<file path="config.mk">
export PLATFORM = sky130hd
export DESIGN_NAME = hep3_chunk_walker_unit
export DESIGN_NICKNAME = d
export VERILOG_FILES = /design/src/rtl/hcw_pkg.sv /design/src/rtl/hcw_in_stage.sv /design/src/rtl/hcw_parser.sv /design/src/rtl/hcw_out_stage.sv /design/src/rtl/hep3_chunk_walker_unit.sv
export SDC_FILE = /design/constraint.sdc
export NUM_CORES = 1
export LEC_CHECK = 0
export BUFFER_PORTS_ARGS = -buffer_cell sky130_fd_sc_hd__buf_2
export CAP_MARGIN = 20
export CORE_UTILIZATION = 45
export CTS_BUF_LIST = sky130_fd_sc_hd__clkbuf_8
export DETAILED_ROUTE_END_ITERATION = 16
export PLACE_DENSITY = 0.74
export RECOVER_POWER = 100
export SETUP_SLACK_MARGIN = 0.5
export SLEW_MARGIN = 30
export SYNTH_ARGS = -nofsm -noshare
export SYNTH_HDL_FRONTEND = slang
export SYNTH_HIERARCHICAL = 1
export SYNTH_SLANG_ARGS = --single-unit
</file>
<file path="constraint.sdc">
create_clock -name clk -period 7.3 [get_ports clk]
set_clock_uncertainty 0.05 [all_clocks]
set_input_delay 0.73 -clock clk [delete_from_list [all_inputs] [get_ports clk]]
set_output_delay 0.73 -clock clk [all_outputs]
set_load 0.02 [all_outputs]
</file>
<file path="src/rtl/hcw_pkg.sv">
`timescale 1ns / 1ps
// ----------------------------------------------------------------------------
// hcw_pkg
// Shared types, widths and codes for the HEPv3 chunk walker.
// ----------------------------------------------------------------------------
package hcw_pkg;

  localparam int ByteW   = 8;
  localparam int Len16W  = 16;
  localparam int Word32W = 32;
  localparam int CountW  = 5;
  localparam int StatusW = 3;

  localparam logic [CountW-1:0] MinElementsReset = 5'd9;
  localparam logic [CountW-1:0] CountMax         = 5'd31;

  // Fixed chunk header length (vendor, type, length)
  localparam logic [Len16W-1:0] ChunkHdrLen = 16'd6;
  // Bytes of chunk data that can carry a captured value
  localparam logic [Len16W-1:0] ValueBytes  = 16'd4;
  // Message header length (magic + total length)
  localparam logic [Len16W-1:0] MsgHdrLen   = 16'd6;
  localparam logic [Len16W-1:0] PosMax      = 16'hFFFF;

  // Generic chunk types of interest
  localparam logic [Len16W-1:0] KindSrcPort  = 16'd7;
  localparam logic [Len16W-1:0] KindDstPort  = 16'd8;
  localparam logic [Len16W-1:0] KindSeconds  = 16'd9;
  localparam logic [Len16W-1:0] KindMicros   = 16'd10;
  localparam logic [Len16W-1:0] KindCapture  = 16'd12;
  localparam logic [Len16W-1:0] KindPayload  = 16'd15;

  typedef enum logic [StatusW-1:0] {
    ST_OK        = 3'd0,
    ST_FEW       = 3'd1,
    ST_BAD_CHUNK = 3'd2,
    ST_NOT_HEP3  = 3'd3,
    ST_TRUNCATED = 3'd4
  } status_t;

  // One input word
  typedef struct packed {
    logic              last_byte;
    logic [ByteW-1:0]  message_byte;
  } hcw_item_t;

  // One result word; last field in the lowest bits
  typedef struct packed {
    logic [Len16W-1:0]  payload_length;
    logic [Len16W-1:0]  payload_offset;
    logic [Word32W-1:0] capture_id;
    logic [Word32W-1:0] microseconds;
    logic [Word32W-1:0] seconds;
    logic [Len16W-1:0]  destination_port;
    logic [Len16W-1:0]  source_port;
    logic [CountW-1:0]  element_count;
    status_t            status;
  } hcw_result_t;

  localparam int ResultW = $bits(hcw_result_t);

  // "HEP3" magic, by byte position
  function automatic logic [ByteW-1:0] hep_magic(input logic [1:0] pos);
    logic [ByteW-1:0] m;
    case (pos)
      2'd0:    m = 8'h48;
      2'd1:    m = 8'h45;
      2'd2:    m = 8'h50;
      default: m = 8'h33;
    endcase
    return m;
  endfunction

endpackage

</file>
<file path="src/rtl/hcw_in_stage.sv">
`timescale 1ns / 1ps
// ----------------------------------------------------------------------------
// hcw_in_stage
// Input register: holds one accepted byte until the parser takes it.
// ----------------------------------------------------------------------------
module hcw_in_stage (
  input  logic               clk,
  input  logic               rst_n,
  input  logic               in_valid,
  output logic               in_ready,
  input  hcw_pkg::hcw_item_t in_item,
  input  logic               take,
  output logic               held_valid,
  output hcw_pkg::hcw_item_t held_item
);

  logic               valid_r, valid_nxt;
  hcw_pkg::hcw_item_t item_r,  item_nxt;

  assign in_ready   = !valid_r || take;
  assign held_valid = valid_r;
  assign held_item  = item_r;

  always_comb begin
    valid_nxt = valid_r;
    item_nxt  = item_r;
    if (in_ready) begin
      valid_nxt = in_valid;
      if (in_valid) begin
        item_nxt = in_item;
      end
    end
  end

  always_ff @(posedge clk) begin
    if (!rst_n) begin
      valid_r <= 1'b0;
    end else begin
      valid_r <= valid_nxt;
    end
    item_r <= item_nxt;
  end

endmodule

</file>
<file path="src/rtl/hcw_parser.sv">
`timescale 1ns / 1ps
// ----------------------------------------------------------------------------
// hcw_parser
// Message state and per-byte update: magic, length, chunk walk, captures,
// and the final status on the last byte.
// ----------------------------------------------------------------------------
module hcw_parser (
  input  logic                          clk,
  input  logic                          rst_n,
  input  logic                          step,
  input  hcw_pkg::hcw_item_t            item,
  input  logic [hcw_pkg::CountW-1:0]    min_elements,
  output logic                          res_fire,
  output hcw_pkg::hcw_result_t          result
);

  typedef enum logic [1:0] {
    ERR_NONE = 2'd0,
    ERR_BAD  = 2'd1,
    ERR_NOT  = 2'd2
  } err_t;

  localparam int L = hcw_pkg::Len16W;
  localparam int W = hcw_pkg::Word32W;

  logic [L-1:0] bpos_r,   bpos_nxt;
  logic [L-1:0] mlen_r,   mlen_nxt;
  logic [7:0]   prev_r,   prev_nxt;
  logic [L-1:0] vendor_r, vendor_nxt;
  logic [L-1:0] kind_r,   kind_nxt;
  logic [L-1:0] size_r,   size_nxt;
  logic [L-1:0] cidx_r,   cidx_nxt;
  logic [W-1:0] vshift_r, vshift_nxt;
  logic [hcw_pkg::CountW-1:0] count_r, count_nxt;
  err_t         err_r,    err_nxt;
  logic [L-1:0] sport_r,  sport_nxt;
  logic [L-1:0] dport_r,  dport_nxt;
  logic [W-1:0] sec_r,    sec_nxt;
  logic [W-1:0] usec_r,   usec_nxt;
  logic [W-1:0] capt_r,   capt_nxt;
  logic [L-1:0] poff_r,   poff_nxt;
  logic [L-1:0] plen_r,   plen_nxt;

  always_comb begin
    logic [7:0]   b;
    logic [L-1:0] size_cur;
    logic [L-1:0] cidx_inc;
    logic [L-1:0] ndata;
    logic [W-1:0] vs_new;
    logic [W-1:0] v;
    logic [L:0]   end_pos;
    logic [L:0]   lim_pos;
    logic         hdr_bad;
    hcw_pkg::status_t st;

    b        = item.message_byte;
    size_cur = size_r;
    vs_new   = vshift_r;
    hdr_bad  = 1'b0;
    cidx_inc = cidx_r + 16'd1;
    ndata    = '0;
    v        = '0;
    end_pos  = '0;
    lim_pos  = '0;
    st       = hcw_pkg::ST_OK;

    bpos_nxt   = bpos_r;
    mlen_nxt   = mlen_r;
    prev_nxt   = prev_r;
    vendor_nxt = vendor_r;
    kind_nxt   = kind_r;
    size_nxt   = size_r;
    cidx_nxt   = cidx_r;
    vshift_nxt = vshift_r;
    count_nxt  = count_r;
    err_nxt    = err_r;
    sport_nxt  = sport_r;
    dport_nxt  = dport_r;
    sec_nxt    = sec_r;
    usec_nxt   = usec_r;
    capt_nxt   = capt_r;
    poff_nxt   = poff_r;
    plen_nxt   = plen_r;
    result     = '0;
    res_fire   = step && item.last_byte;

    if (step) begin
      if (bpos_r != hcw_pkg::PosMax) begin
        bpos_nxt = bpos_r + 16'd1;
      end
      if (err_r == ERR_NONE && bpos_r != hcw_pkg::PosMax) begin
        if (bpos_r < 16'd4) begin
          if (b != hcw_pkg::hep_magic(bpos_r[1:0])) begin
            err_nxt = ERR_NOT;
          end
        end else if (bpos_r < hcw_pkg::MsgHdrLen) begin
          prev_nxt = b;
          if (bpos_r == 16'd5) begin
            mlen_nxt = {prev_r, b};
          end
        end else if (bpos_r < mlen_r) begin
          // chunk walk
          if (cidx_r < hcw_pkg::ChunkHdrLen) begin
            prev_nxt = b;
            if (cidx_r == 16'd1) vendor_nxt = {prev_r, b};
            if (cidx_r == 16'd3) kind_nxt = {prev_r, b};
            if (cidx_r == 16'd5) begin
              size_cur = {prev_r, b};
              size_nxt = size_cur;
              // chunk must fit in what is left of the message
              end_pos  = {1'b0, size_cur} + {1'b0, bpos_r};
              lim_pos  = {1'b0, mlen_r} + 17'd5;
              hdr_bad  = (size_cur < hcw_pkg::ChunkHdrLen) ||
                         (vendor_r == '0 && kind_r == '0) ||
                         (end_pos > lim_pos);
            end
          end else if (cidx_r < hcw_pkg::ChunkHdrLen + hcw_pkg::ValueBytes) begin
            vs_new     = {vshift_r[W-9:0], b};
            vshift_nxt = vs_new;
          end

          if (hdr_bad) begin
            err_nxt = ERR_BAD;
          end else begin
            cidx_nxt = cidx_inc;
            if (cidx_inc >= hcw_pkg::ChunkHdrLen && cidx_inc == size_cur) begin
              cidx_nxt   = '0;
              vshift_nxt = '0;
              // left-align short values, missing low bytes read as zero
              ndata = size_cur - hcw_pkg::ChunkHdrLen;
              if (ndata >= hcw_pkg::ValueBytes) begin
                v = vs_new;
              end else begin
                case (ndata[1:0])
                  2'd3:    v = {vs_new[23:0], 8'h00};
                  2'd2:    v = {vs_new[15:0], 16'h0000};
                  2'd1:    v = {vs_new[7:0], 24'h000000};
                  default: v = '0;
                endcase
              end
              if (vendor_r == '0) begin
                if (((kind_r >= 16'd1 && kind_r <= hcw_pkg::KindCapture) ||
                     kind_r == hcw_pkg::KindPayload) && count_r != hcw_pkg::CountMax) begin
                  count_nxt = count_r + 5'd1;
                end
                if (kind_r == hcw_pkg::KindSrcPort) sport_nxt = v[W-1:L];
                if (kind_r == hcw_pkg::KindDstPort) dport_nxt = v[W-1:L];
                if (kind_r == hcw_pkg::KindSeconds) sec_nxt = v;
                if (kind_r == hcw_pkg::KindMicros)  usec_nxt = v;
                if (kind_r == hcw_pkg::KindCapture) capt_nxt = v;
                if (kind_r == hcw_pkg::KindPayload) begin
                  poff_nxt = bpos_r + 16'd7 - size_cur;
                  plen_nxt = ndata;
                end
              end
            end
          end
        end
      end

      if (item.last_byte) begin
        if (err_nxt == ERR_NOT)                    st = hcw_pkg::ST_NOT_HEP3;
        else if (bpos_nxt < hcw_pkg::MsgHdrLen)    st = hcw_pkg::ST_TRUNCATED;
        else if (err_nxt == ERR_BAD)               st = hcw_pkg::ST_BAD_CHUNK;
        else if (bpos_nxt < mlen_nxt)              st = hcw_pkg::ST_TRUNCATED;
        else if (cidx_nxt != '0)                   st = hcw_pkg::ST_BAD_CHUNK;
        else if (count_nxt < min_elements)         st = hcw_pkg::ST_FEW;
        else                                       st = hcw_pkg::ST_OK;

        result.status           = st;
        result.element_count    = count_nxt;
        result.source_port      = sport_nxt;
        result.destination_port = dport_nxt;
        result.seconds          = sec_nxt;
        result.microseconds     = usec_nxt;
        result.capture_id       = capt_nxt;
        result.payload_offset   = poff_nxt;
        result.payload_length   = plen_nxt;

        // message done: back to a clean slate
        bpos_nxt   = '0;
        mlen_nxt   = '0;
        prev_nxt   = '0;
        vendor_nxt = '0;
        kind_nxt   = '0;
        size_nxt   = '0;
        cidx_nxt   = '0;
        vshift_nxt = '0;
        count_nxt  = '0;
        err_nxt    = ERR_NONE;
        sport_nxt  = '0;
        dport_nxt  = '0;
        sec_nxt    = '0;
        usec_nxt   = '0;
        capt_nxt   = '0;
        poff_nxt   = '0;
        plen_nxt   = '0;
      end
    end
  end

  always_ff @(posedge clk) begin
    if (!rst_n) begin
      bpos_r   <= '0;
      mlen_r   <= '0;
      prev_r   <= '0;
      vendor_r <= '0;
      kind_r   <= '0;
      size_r   <= '0;
      cidx_r   <= '0;
      vshift_r <= '0;
      count_r  <= '0;
      err_r    <= ERR_NONE;
      sport_r  <= '0;
      dport_r  <= '0;
      sec_r    <= '0;
      usec_r   <= '0;
      capt_r   <= '0;
      poff_r   <= '0;
      plen_r   <= '0;
    end else begin
      bpos_r   <= bpos_nxt;
      mlen_r   <= mlen_nxt;
      prev_r   <= prev_nxt;
      vendor_r <= vendor_nxt;
      kind_r   <= kind_nxt;
      size_r   <= size_nxt;
      cidx_r   <= cidx_nxt;
      vshift_r <= vshift_nxt;
      count_r  <= count_nxt;
      err_r    <= err_nxt;
      sport_r  <= sport_nxt;
      dport_r  <= dport_nxt;
      sec_r    <= sec_nxt;
      usec_r   <= usec_nxt;
      capt_r   <= capt_nxt;
      poff_r   <= poff_nxt;
      plen_r   <= plen_nxt;
    end
  end

endmodule

</file>
<file path="src/rtl/hcw_out_stage.sv">
`timescale 1ns / 1ps
// ----------------------------------------------------------------------------
// hcw_out_stage
// Result register: holds one status word until the sink takes it.
// ----------------------------------------------------------------------------
module hcw_out_stage (
  input  logic                 clk,
  input  logic                 rst_n,
  input  logic                 load,
  input  hcw_pkg::hcw_result_t load_data,
  output logic                 free,
  output logic                 out_valid,
  input  logic                 out_ready,
  output hcw_pkg::hcw_result_t out_data
);

  logic                 valid_r, valid_nxt;
  hcw_pkg::hcw_result_t data_r,  data_nxt;

  assign free      = !valid_r || out_ready;
  assign out_valid = valid_r;
  assign out_data  = data_r;

  always_comb begin
    valid_nxt = valid_r;
    data_nxt  = data_r;
    if (load) begin
      valid_nxt = 1'b1;
      data_nxt  = load_data;
    end else if (out_ready) begin
      valid_nxt = 1'b0;
    end
  end

  always_ff @(posedge clk) begin
    if (!rst_n) begin
      valid_r <= 1'b0;
    end else begin
      valid_r <= valid_nxt;
    end
    data_r <= data_nxt;
  end

endmodule

</file>
<file path="src/rtl/hep3_chunk_walker_unit.sv">
`timescale 1ns / 1ps
// ----------------------------------------------------------------------------
// hep3_chunk_walker_unit
// Byte-serial HEPv3 message checker with one status word per message.
// ----------------------------------------------------------------------------
// Feed one HEPv3 message a byte per word, in order, with tlast on its final
// byte; one status word comes out per message, nothing for the other bytes.
// The block takes a byte every clock unless a waiting status word stalls it:
// an accepted byte is held in the input register, the update of the parse
// state (magic, total length, chunk header walk, value capture) runs from
// that register, and on a tlast byte the status word is loaded into the
// output register when the parser takes that byte.
// The parse-state update sets the rate. A waiting status word only
// stalls the input when a further tlast byte reaches the parser, so plain
// message bytes keep flowing. No start-up clearing is needed after reset.
// min_elements (reset 9) is written through cfg_wr_en/cfg_wr_data; the user
// must write it only between messages, the block itself does not enforce it.
// ----------------------------------------------------------------------------
module hep3_chunk_walker_unit (
  input  logic         clk,
  input  logic         rst_n,
  // configuration: min_elements
  input  logic         cfg_wr_en,
  input  logic [4:0]   cfg_wr_data,
  // input stream
  input  logic         in_tvalid,
  output logic         in_tready,
  input  logic [7:0]   in_tdata,   // [7:0] message_byte
  input  logic         in_tlast,   // last_byte
  // result stream
  output logic         out_tvalid,
  input  logic         out_tready,
  // [2:0] status, [7:3] element_count, [23:8] source_port,
  // [39:24] destination_port, [71:40] seconds, [103:72] microseconds,
  // [135:104] capture_id, [151:136] payload_offset, [167:152] payload_length
  output logic [167:0] out_tdata
);

  logic [hcw_pkg::CountW-1:0] min_elem_r;

  hcw_pkg::hcw_item_t   in_item;
  hcw_pkg::hcw_item_t   held_item;
  hcw_pkg::hcw_result_t result;
  hcw_pkg::hcw_result_t out_result;
  logic                 held_valid;
  logic                 step;
  logic                 res_fire;
  logic                 out_free;

  always_ff @(posedge clk) begin
    if (!rst_n) begin
      min_elem_r <= hcw_pkg::MinElementsReset;
    end else if (cfg_wr_en) begin
      min_elem_r <= cfg_wr_data;
    end
  end

  assign in_item.message_byte = in_tdata;
  assign in_item.last_byte    = in_tlast;

  // A byte moves on unless it would produce a word the output cannot hold
  assign step = held_valid && (!held_item.last_byte || out_free);

  hcw_in_stage u_in (
    .clk        (clk),
    .rst_n      (rst_n),
    .in_valid   (in_tvalid),
    .in_ready   (in_tready),
    .in_item    (in_item),
    .take       (step),
    .held_valid (held_valid),
    .held_item  (held_item)
  );

  hcw_parser u_parser (
    .clk          (clk),
    .rst_n        (rst_n),
    .step         (step),
    .item         (held_item),
    .min_elements (min_elem_r),
    .res_fire     (res_fire),
    .result       (result)
  );

  hcw_out_stage u_out (
    .clk       (clk),
    .rst_n     (rst_n),
    .load      (res_fire),
    .load_data (result),
    .free      (out_free),
    .out_valid (out_tvalid),
    .out_ready (out_tready),
    .out_data  (out_result)
  );

  assign out_tdata = out_result;

  // status words are never loaded into a full output register
  a_no_overrun: assert property (@(posedge clk) disable iff (!rst_n)
    res_fire |-> out_free)
    else $error("result loaded while output register busy");

  // a status word only appears after a tlast byte reached the parser
  a_word_source: assert property (@(posedge clk) disable iff (!rst_n)
    $rose(out_tvalid) |-> $past(res_fire))
    else $error("result word without a last byte");

  // an empty output register never stalls the input
  a_no_stall: assert property (@(posedge clk) disable iff (!rst_n)
    !out_tvalid |-> in_tready)
    else $error("input stalled with empty output");

  // an ok status implies the element count met the threshold
  a_ok_count: assert property (@(posedge clk) disable iff (!rst_n)
    (out_tvalid && out_result.status == hcw_pkg::ST_OK) |->
      out_result.element_count >= min_elem_r)
    else $error("ok status with too few elements");

  // status codes stay within the defined set
  a_status_range: assert property (@(posedge clk) disable iff (!rst_n)
    out_tvalid |-> out_tdata[2:0] <= hcw_pkg::ST_TRUNCATED)
    else $error("undefined status code");

endmodule
</file>
; Word-level counts from Yosys, hierarchy flattened
; Index checks and enable logic that the tools add are counted.
[totals]
regBits = 487
inputBits = 19
output_inout_bits = 170
elab_cells = 271
[op_classes]
add_sub_neg = 8
magnitude_cmp = 14
n_eq_ne = 23
n_mux = 156
bitwise_logic = 2
n_reduce_logical = 36
[op_table]
columns = operator, n
row1 = 16-bit 2-to-1 mux, 75
row2 = 32-bit 2-to-1 mux, 37
row3 = 32-bit case mux with 3 select lines, 1
row4 = 16-bit by 4-bit equality test with 1-bit output (second input constant), 5
row5 = 16-bit by 3-bit < comparator with 1-bit output (second input constant), 5
row6 = 8-bit 2-to-1 mux, 9
row7 = 5-bit 2-to-1 mux, 10
row8 = 16-bit by 3-bit equality test with 1-bit output (second input constant), 3
row9 = 16-bit by 1-bit adder with 16-bit output (second input constant), 2
row10 = 16-bit by 3-bit >= comparator with 1-bit output (second input constant), 2
row11 = 16-bit zero test, 2
row12 = 16-bit < comparator, 2
row13 = 7-bit case mux with 3 select lines, 1
row14 = 2-bit 2-to-1 mux, 9
row15 = 16-bit by 16-bit adder with 17-bit output, 1
row16 = 16-bit by 3-bit adder with 17-bit output (second input constant), 1
row17 = 17-bit > comparator, 1
row18 = 16-bit by 3-bit adder with 16-bit output (second input constant), 1
row19 = 16-bit by 1-bit equality test with 1-bit output (second input constant), 1
row20 = 16-bit equality test, 1
row21 = 16-bit by 2-bit equality test with 1-bit output (second input constant), 1
row22 = 16-bit by 1-bit >= comparator with 1-bit output (second input constant), 1
row23 = 16-bit by 4-bit <= comparator with 1-bit output (second input constant), 1
row24 = 16-bit by 4-bit < comparator with 1-bit output (second input constant), 1
row25 = other kinds (24), 66

; Longest topological paths before layout
[depth]
ltp_word = 24
mapped_depth = 30

; By module
; Netlist, hierarchy kept.
[modules_own_cells]
columns = module, instances, cells_each, area_each_um2, seq_area_each_um2
row1 = hcw_parser, 1, 2361, 19421.1, 6065.8
row2 = hcw_out_stage, 1, 172, 5093.6, 5064.9
row3 = hcw_in_stage, 1, 14, 327.8, 290.3
row4 = hep3_chunk_walker_unit, 1, 18, 198.9, 100.1

; Worst setup path before layout
; OpenSTA, ideal clock, no wires.
[synth_timing]
kind = in2reg
start = input out_tready
end = register u_out.data_r (netlist bit u_out/out_data[114]), data pin
t_arrival_ns = 7.106
required_time_ns = 7.074
path_slack_ns = -0.032
stages = 9
path_buffers = 2
path_cell_list = nand2b_4 > inv_1 > a21boi_0 > clkbuf_1 > nand2_1 > inv_1 > clkbuf_1 > o21ai_0 > a21oi_1
[synth_via]
elab_chain_cells = 4
[synth_lines]
columns = element, line
row1 = start: declaration, hep3_chunk_walker_unit.sv:32  ; input logic out_tready,
row2 = 1-bit logical OR, hcw_out_stage.sv:20  ; assign free = !valid_r || out_ready;
row3 = 1-bit logical OR, hep3_chunk_walker_unit.sv:62  ; assign step = held_valid && (!held_item.last_byte || out_free);
row4 = 1-bit logical AND, hep3_chunk_walker_unit.sv:62
row5 = named net step, hep3_chunk_walker_unit.sv:46  ; logic step;
row6 = 2-bit AND reduction (no source line), -
row7 = end signal: assignment, hcw_out_stage.sv:41  ; data_r <= data_nxt;
row8 = end: declaration, hcw_out_stage.sv:18  ; hcw_pkg::hcw_result_t data_r, data_nxt;
; The timed path passes the listed nets, and every way through them passes these cells.
; A chain may end at the register's enable or synchronous reset.

; Worst setup path after layout
[layout_timing]
start = register u_in.item_r (netlist bit u_in/held_item[0])
end = register u_parser.usec_r[16]
[layout_via]
elab_chain_cells = 20
word_cells_on_any_way = 39
cone_classes = 2 x add/sub / 3 x order compare / 4 x eq/ne / 27 x mux / 3 x reduce/logical
[layout_lines]
columns = element, line
row1 = start: declaration, hcw_in_stage.sv:18  ; hcw_pkg::hcw_item_t item_r, item_nxt;
row2 = start signal: assignment, hcw_in_stage.sv:41  ; item_r <= item_nxt;
row3 = "parallel branches: the longest is 14 deep, another holds 16-bit by 3-bit subtractor with 16-bit output", -
row4 = 32-bit 2-to-1 mux *, hcw_parser.sv:122  ; if (hdr_bad) begin
row5 = 32-bit 2-to-1 mux *, hcw_parser.sv:101  ; end else if (bpos_r < mlen_r) begin
row6 = 32-bit 2-to-1 mux *, hcw_parser.sv:96  ; end else if (bpos_r < hcw_pkg::MsgHdrLen) begin
row7 = 32-bit 2-to-1 mux *, hcw_parser.sv:92  ; if (bpos_r < 16'd4) begin
row8 = 32-bit 2-to-1 mux *, hcw_parser.sv:91  ; if (err_r == ERR_NONE && bpos_r != hcw_pkg::PosMax) begin
row9 = 32-bit 2-to-1 mux *, hcw_parser.sv:161  ; if (item.last_byte) begin
row10 = end signal: assignment, hcw_parser.sv:235  ; usec_r <= usec_nxt;
row11 = end: declaration, hcw_parser.sv:39  ; logic [W-1:0] usec_r, usec_nxt;
; Every way passes the cells marked *. The select of a mux whose other input is x is not followed.

==> metrics.yaml <==
hold_path.class: "in -> reg"
multi_input_area_mm2: 0.0126
antenna_found_initial: 0
slew_headroom_pct: -54.2
clockBufferDepth: 3
critPathBufInv: 4
switching_share_pct: 24.7
drtAntennaViolNets: 0
grt_setup_unrepaired: "false"
criticalPathCategory: "reg -> reg"
syn_to_final_growth_pct: 13.0
cts_setup_buffers: 0
p_switching_w: 0.00143
yosysUniqueCellTypes: 83
cts_tree: "yes"
io_pins: 189
synthArstFlopShare_pct: 0
power_leakage_nw: 10.2
synthXorXnorAreaFrac_pct: 3.62
cts_max_level: 3
finalSetupTns_ns: 0
critPathTopFamily: "compound AO/OA/AOI/OAI gates"
die_h_um: 238
cts_root_buf: "clkbuf_8"
worstPathRequired_ns: 7.80
ys.warnings.count: 6
die-area_mm2: 0.0566
seqPwrFrac_pct: 49.8
cp_max_fo: 42
finalMaxSlewViolations: 206
grt_overflow_total: 0
clk_pin_slew_ns: 0.06
failed_checks: "capacitance limit, slew limit"
powerDensity_mw_per_mm2: 204
cp-end-kind: "register"
io_buffers: 188
p_comb_share_pct: 5.5
initial_utilization_pct: 45.5
reg2reg_to: "u_parser/usec_r[16]"
drc: 0
ys_seq_area_share_pct: 46.0
hold_ws_ns: 0.180
synthFlopType: "dfxtp_1"
synth_mux_area_share_pct: 5.94
min-delay-start: "in_tlast"
period_share_pct: 90.5
drtIter0Drc: 2000
syn_nets: 2694
fmax_mhz: 151
core-area_mm2: 0.0550
fin_crit_ns: 6.60
synthCells: 2565
seq_area_mm2: 0.0115
grt_max_degree: 82
avgRoutedWirePerCell_um: 21.5
synth-compound-area-share_pct: 18.9
diodes: 0
critPathLaunchType: "register"
crit_slowest_cell: "clkbuf_2"
timing.rr.start: "u_in/held_item[0]"
grt_pass1_wl_um: 117000
synth-simple-area-share_pct: 16.1
setup_viol: 0
cts_sinks: 487
ir_drop_v: 0.000124
crit_arrival_ns: 7.10
drt_first_pass_iters: 7
drive_above_1_share_pct: 8.08
fillers: 4995
layout_commonest_cell: "dfxtp_1"
place_hpwl_um: 51900
syn_area_per_cell_um2: 9.76
numCtsBuffers: 80
yosys.area_share.adder_pct: 5.60
vias_per_cell: 6.01
synth_top_family_by_area: "compound AO/OA/AOI/OAI gates"
intPower_w: 0.00436
die-width_um: 238
via_count: 21317
reg2reg_depth: 25
hold_path_end: "u_in/held_item[8]"
r2r_slack_ns: 0.70
status: "finished, violations left"
final_util_pct: 51.4
track_usage_pct: 26.3
nets: 2861
power_frac_clock_pct: 44.7
routed_wl_um: 76200
place_congestion: 0.940
grt_pass1_vias: 20492
rows: 86
cpPeakStageDelay_ns: 0.79
tightestPinTransition_ns: 2.31
synth_edf_count: 177
maxCapViolCount: 4
whs_path_depth: 1
clk_latency_ns: 0.69
finalHoldViolations: 0
synth_area_mm2: 0.0250
final_cell_mix: "309 x dfxtp_1, 266 x nand2_1, 199 x clkbuf_1"
synth_seq_cells: 487
power by group through the flow:
stage | sequential (W) | combinational [W] | clock [W]
final | 0.00288 | 0.000319 | 0.00258
after global routing | 0.00289 | 0.000337 | 0.00275
after CTS | 0.00288 | 0.000334 | 0.00262
after detailed placement | 0.00294 | 0.000333 | 0
after global placement | 0.00294 | 0.000325 | 0
after floorplan | 0.00300 | 0.000137 | 0
how the worst max path moves through the flow:
stage / start / endpoint / slack [ns] / depth (start not counted)
after floorplan: u_in/held_item[0] / u_out/out_data[0] / 1.28 / 30
after global placement: u_parser/bpos_r[1] / u_out/out_data[0] / 0.91 / 29
after detailed placement: u_in/held_item[0] / u_out/out_data[0] / 0.75 / 29
after CTS: u_parser/bpos_r[1] / u_out/out_data[0] / 0.77 / 28
after global routing: u_parser/cidx_r[0] / u_out/out_data[80] / 0.29 / 17
final: u_in/held_item[0] / u_parser/usec_r[16] / 0.70 / 25
cells by family after synthesis:
kind of cell,Yosys count
simple gates,806
flops,487
compound gates,664
mux,146
xor+xnor,102
buf+inv,249
fa+ha+maj,111
cell type report:
class / count / share of cell area [%]
clock buffer: 96 / 4.67
clock inverter: 51 / 1.52
sequential: 487 / 40.7
multi-input combinational: 1829 / 44.5
inverter: 65 / 0.876
timing repair buffer: 269 / 4.38
tap: 748 / 3.31
metal layers:
metal  vias up  global-route usage, %  part of all wire (%)
met5         -                      0                     0
met4         0                   10.7                   3.2
met3       138                   4.25                   7.9
met2       957                   41.3                    45
met1     10416                   36.0                    44
li1       9806                      -                     -
flip-flops by register name, summed over array words and instances, names as in the netlist, 32 cells and up:
register,cells
u_out/out_data,168
u_parser/capt_r,32
u_parser/sec_r,32
u_parser/usec_r,32
u_parser/vshift_r,32
cells in the mapped netlist, types with 11 or more instances:
library cell | instances | area [µm²]
o21ai_1 | 11 | 55.1
a22o_1 | 167 | 1460
nor4_1 | 31 | 194
a21boi_1 | 15 | 113
nand4_1 | 38 | 238
nor2_1 | 158 | 593
and2_1 | 45 | 282
nand4b_1 | 11 | 96.3
ha_1 | 108 | 1350
dfxtp_1 | 310 | 6210
mux2i_1 | 126 | 1260
edfxtp_1 | 177 | 5320
a22oi_1 | 45 | 338
inv_1 | 62 | 233
mux2_2 | 17 | 191
and4_1 | 14 | 123
a21o_1 | 17 | 128
a21boi_0 | 14 | 105
o21ai_0 | 66 | 330
a211oi_1 | 14 | 105
nand2b_1 | 14 | 87.6
buf_1 | 12 | 45.0
and3_1 | 28 | 175
o2bb2ai_1 | 26 | 228
nor3_1 | 49 | 245
xnor2_1 | 75 | 657
o211ai_1 | 15 | 113
a21oi_1 | 154 | 771
nand2_1 | 267 | 1000
xor2_1 | 26 | 228
or3_1 | 12 | 75.1
nor2b_1 | 58 | 363
o22ai_1 | 28 | 175
clkbuf_1 | 159 | 597
nand3_1 | 43 | 215
metrics by stage:
step                      power, W  area [µm²]  std cells  setup slack (ns)
final                      0.00578       28300       3545             0.697
after global routing       0.00597       28300       3545             0.292
after CTS                  0.00584       28700       3545             0.768
after detailed placement   0.00327       26900       3398             0.751
after global placement     0.00326       26900       3397             0.909
after floorplan            0.00314       25000       2565              1.28
repair_timing:
action,4_1_cts,5_1_grt
resized for setup,0,6
hold buffers,0,0
endpoints found under the setup margin,0,1
Note: power is estimated with default switching activity, not from simulation.
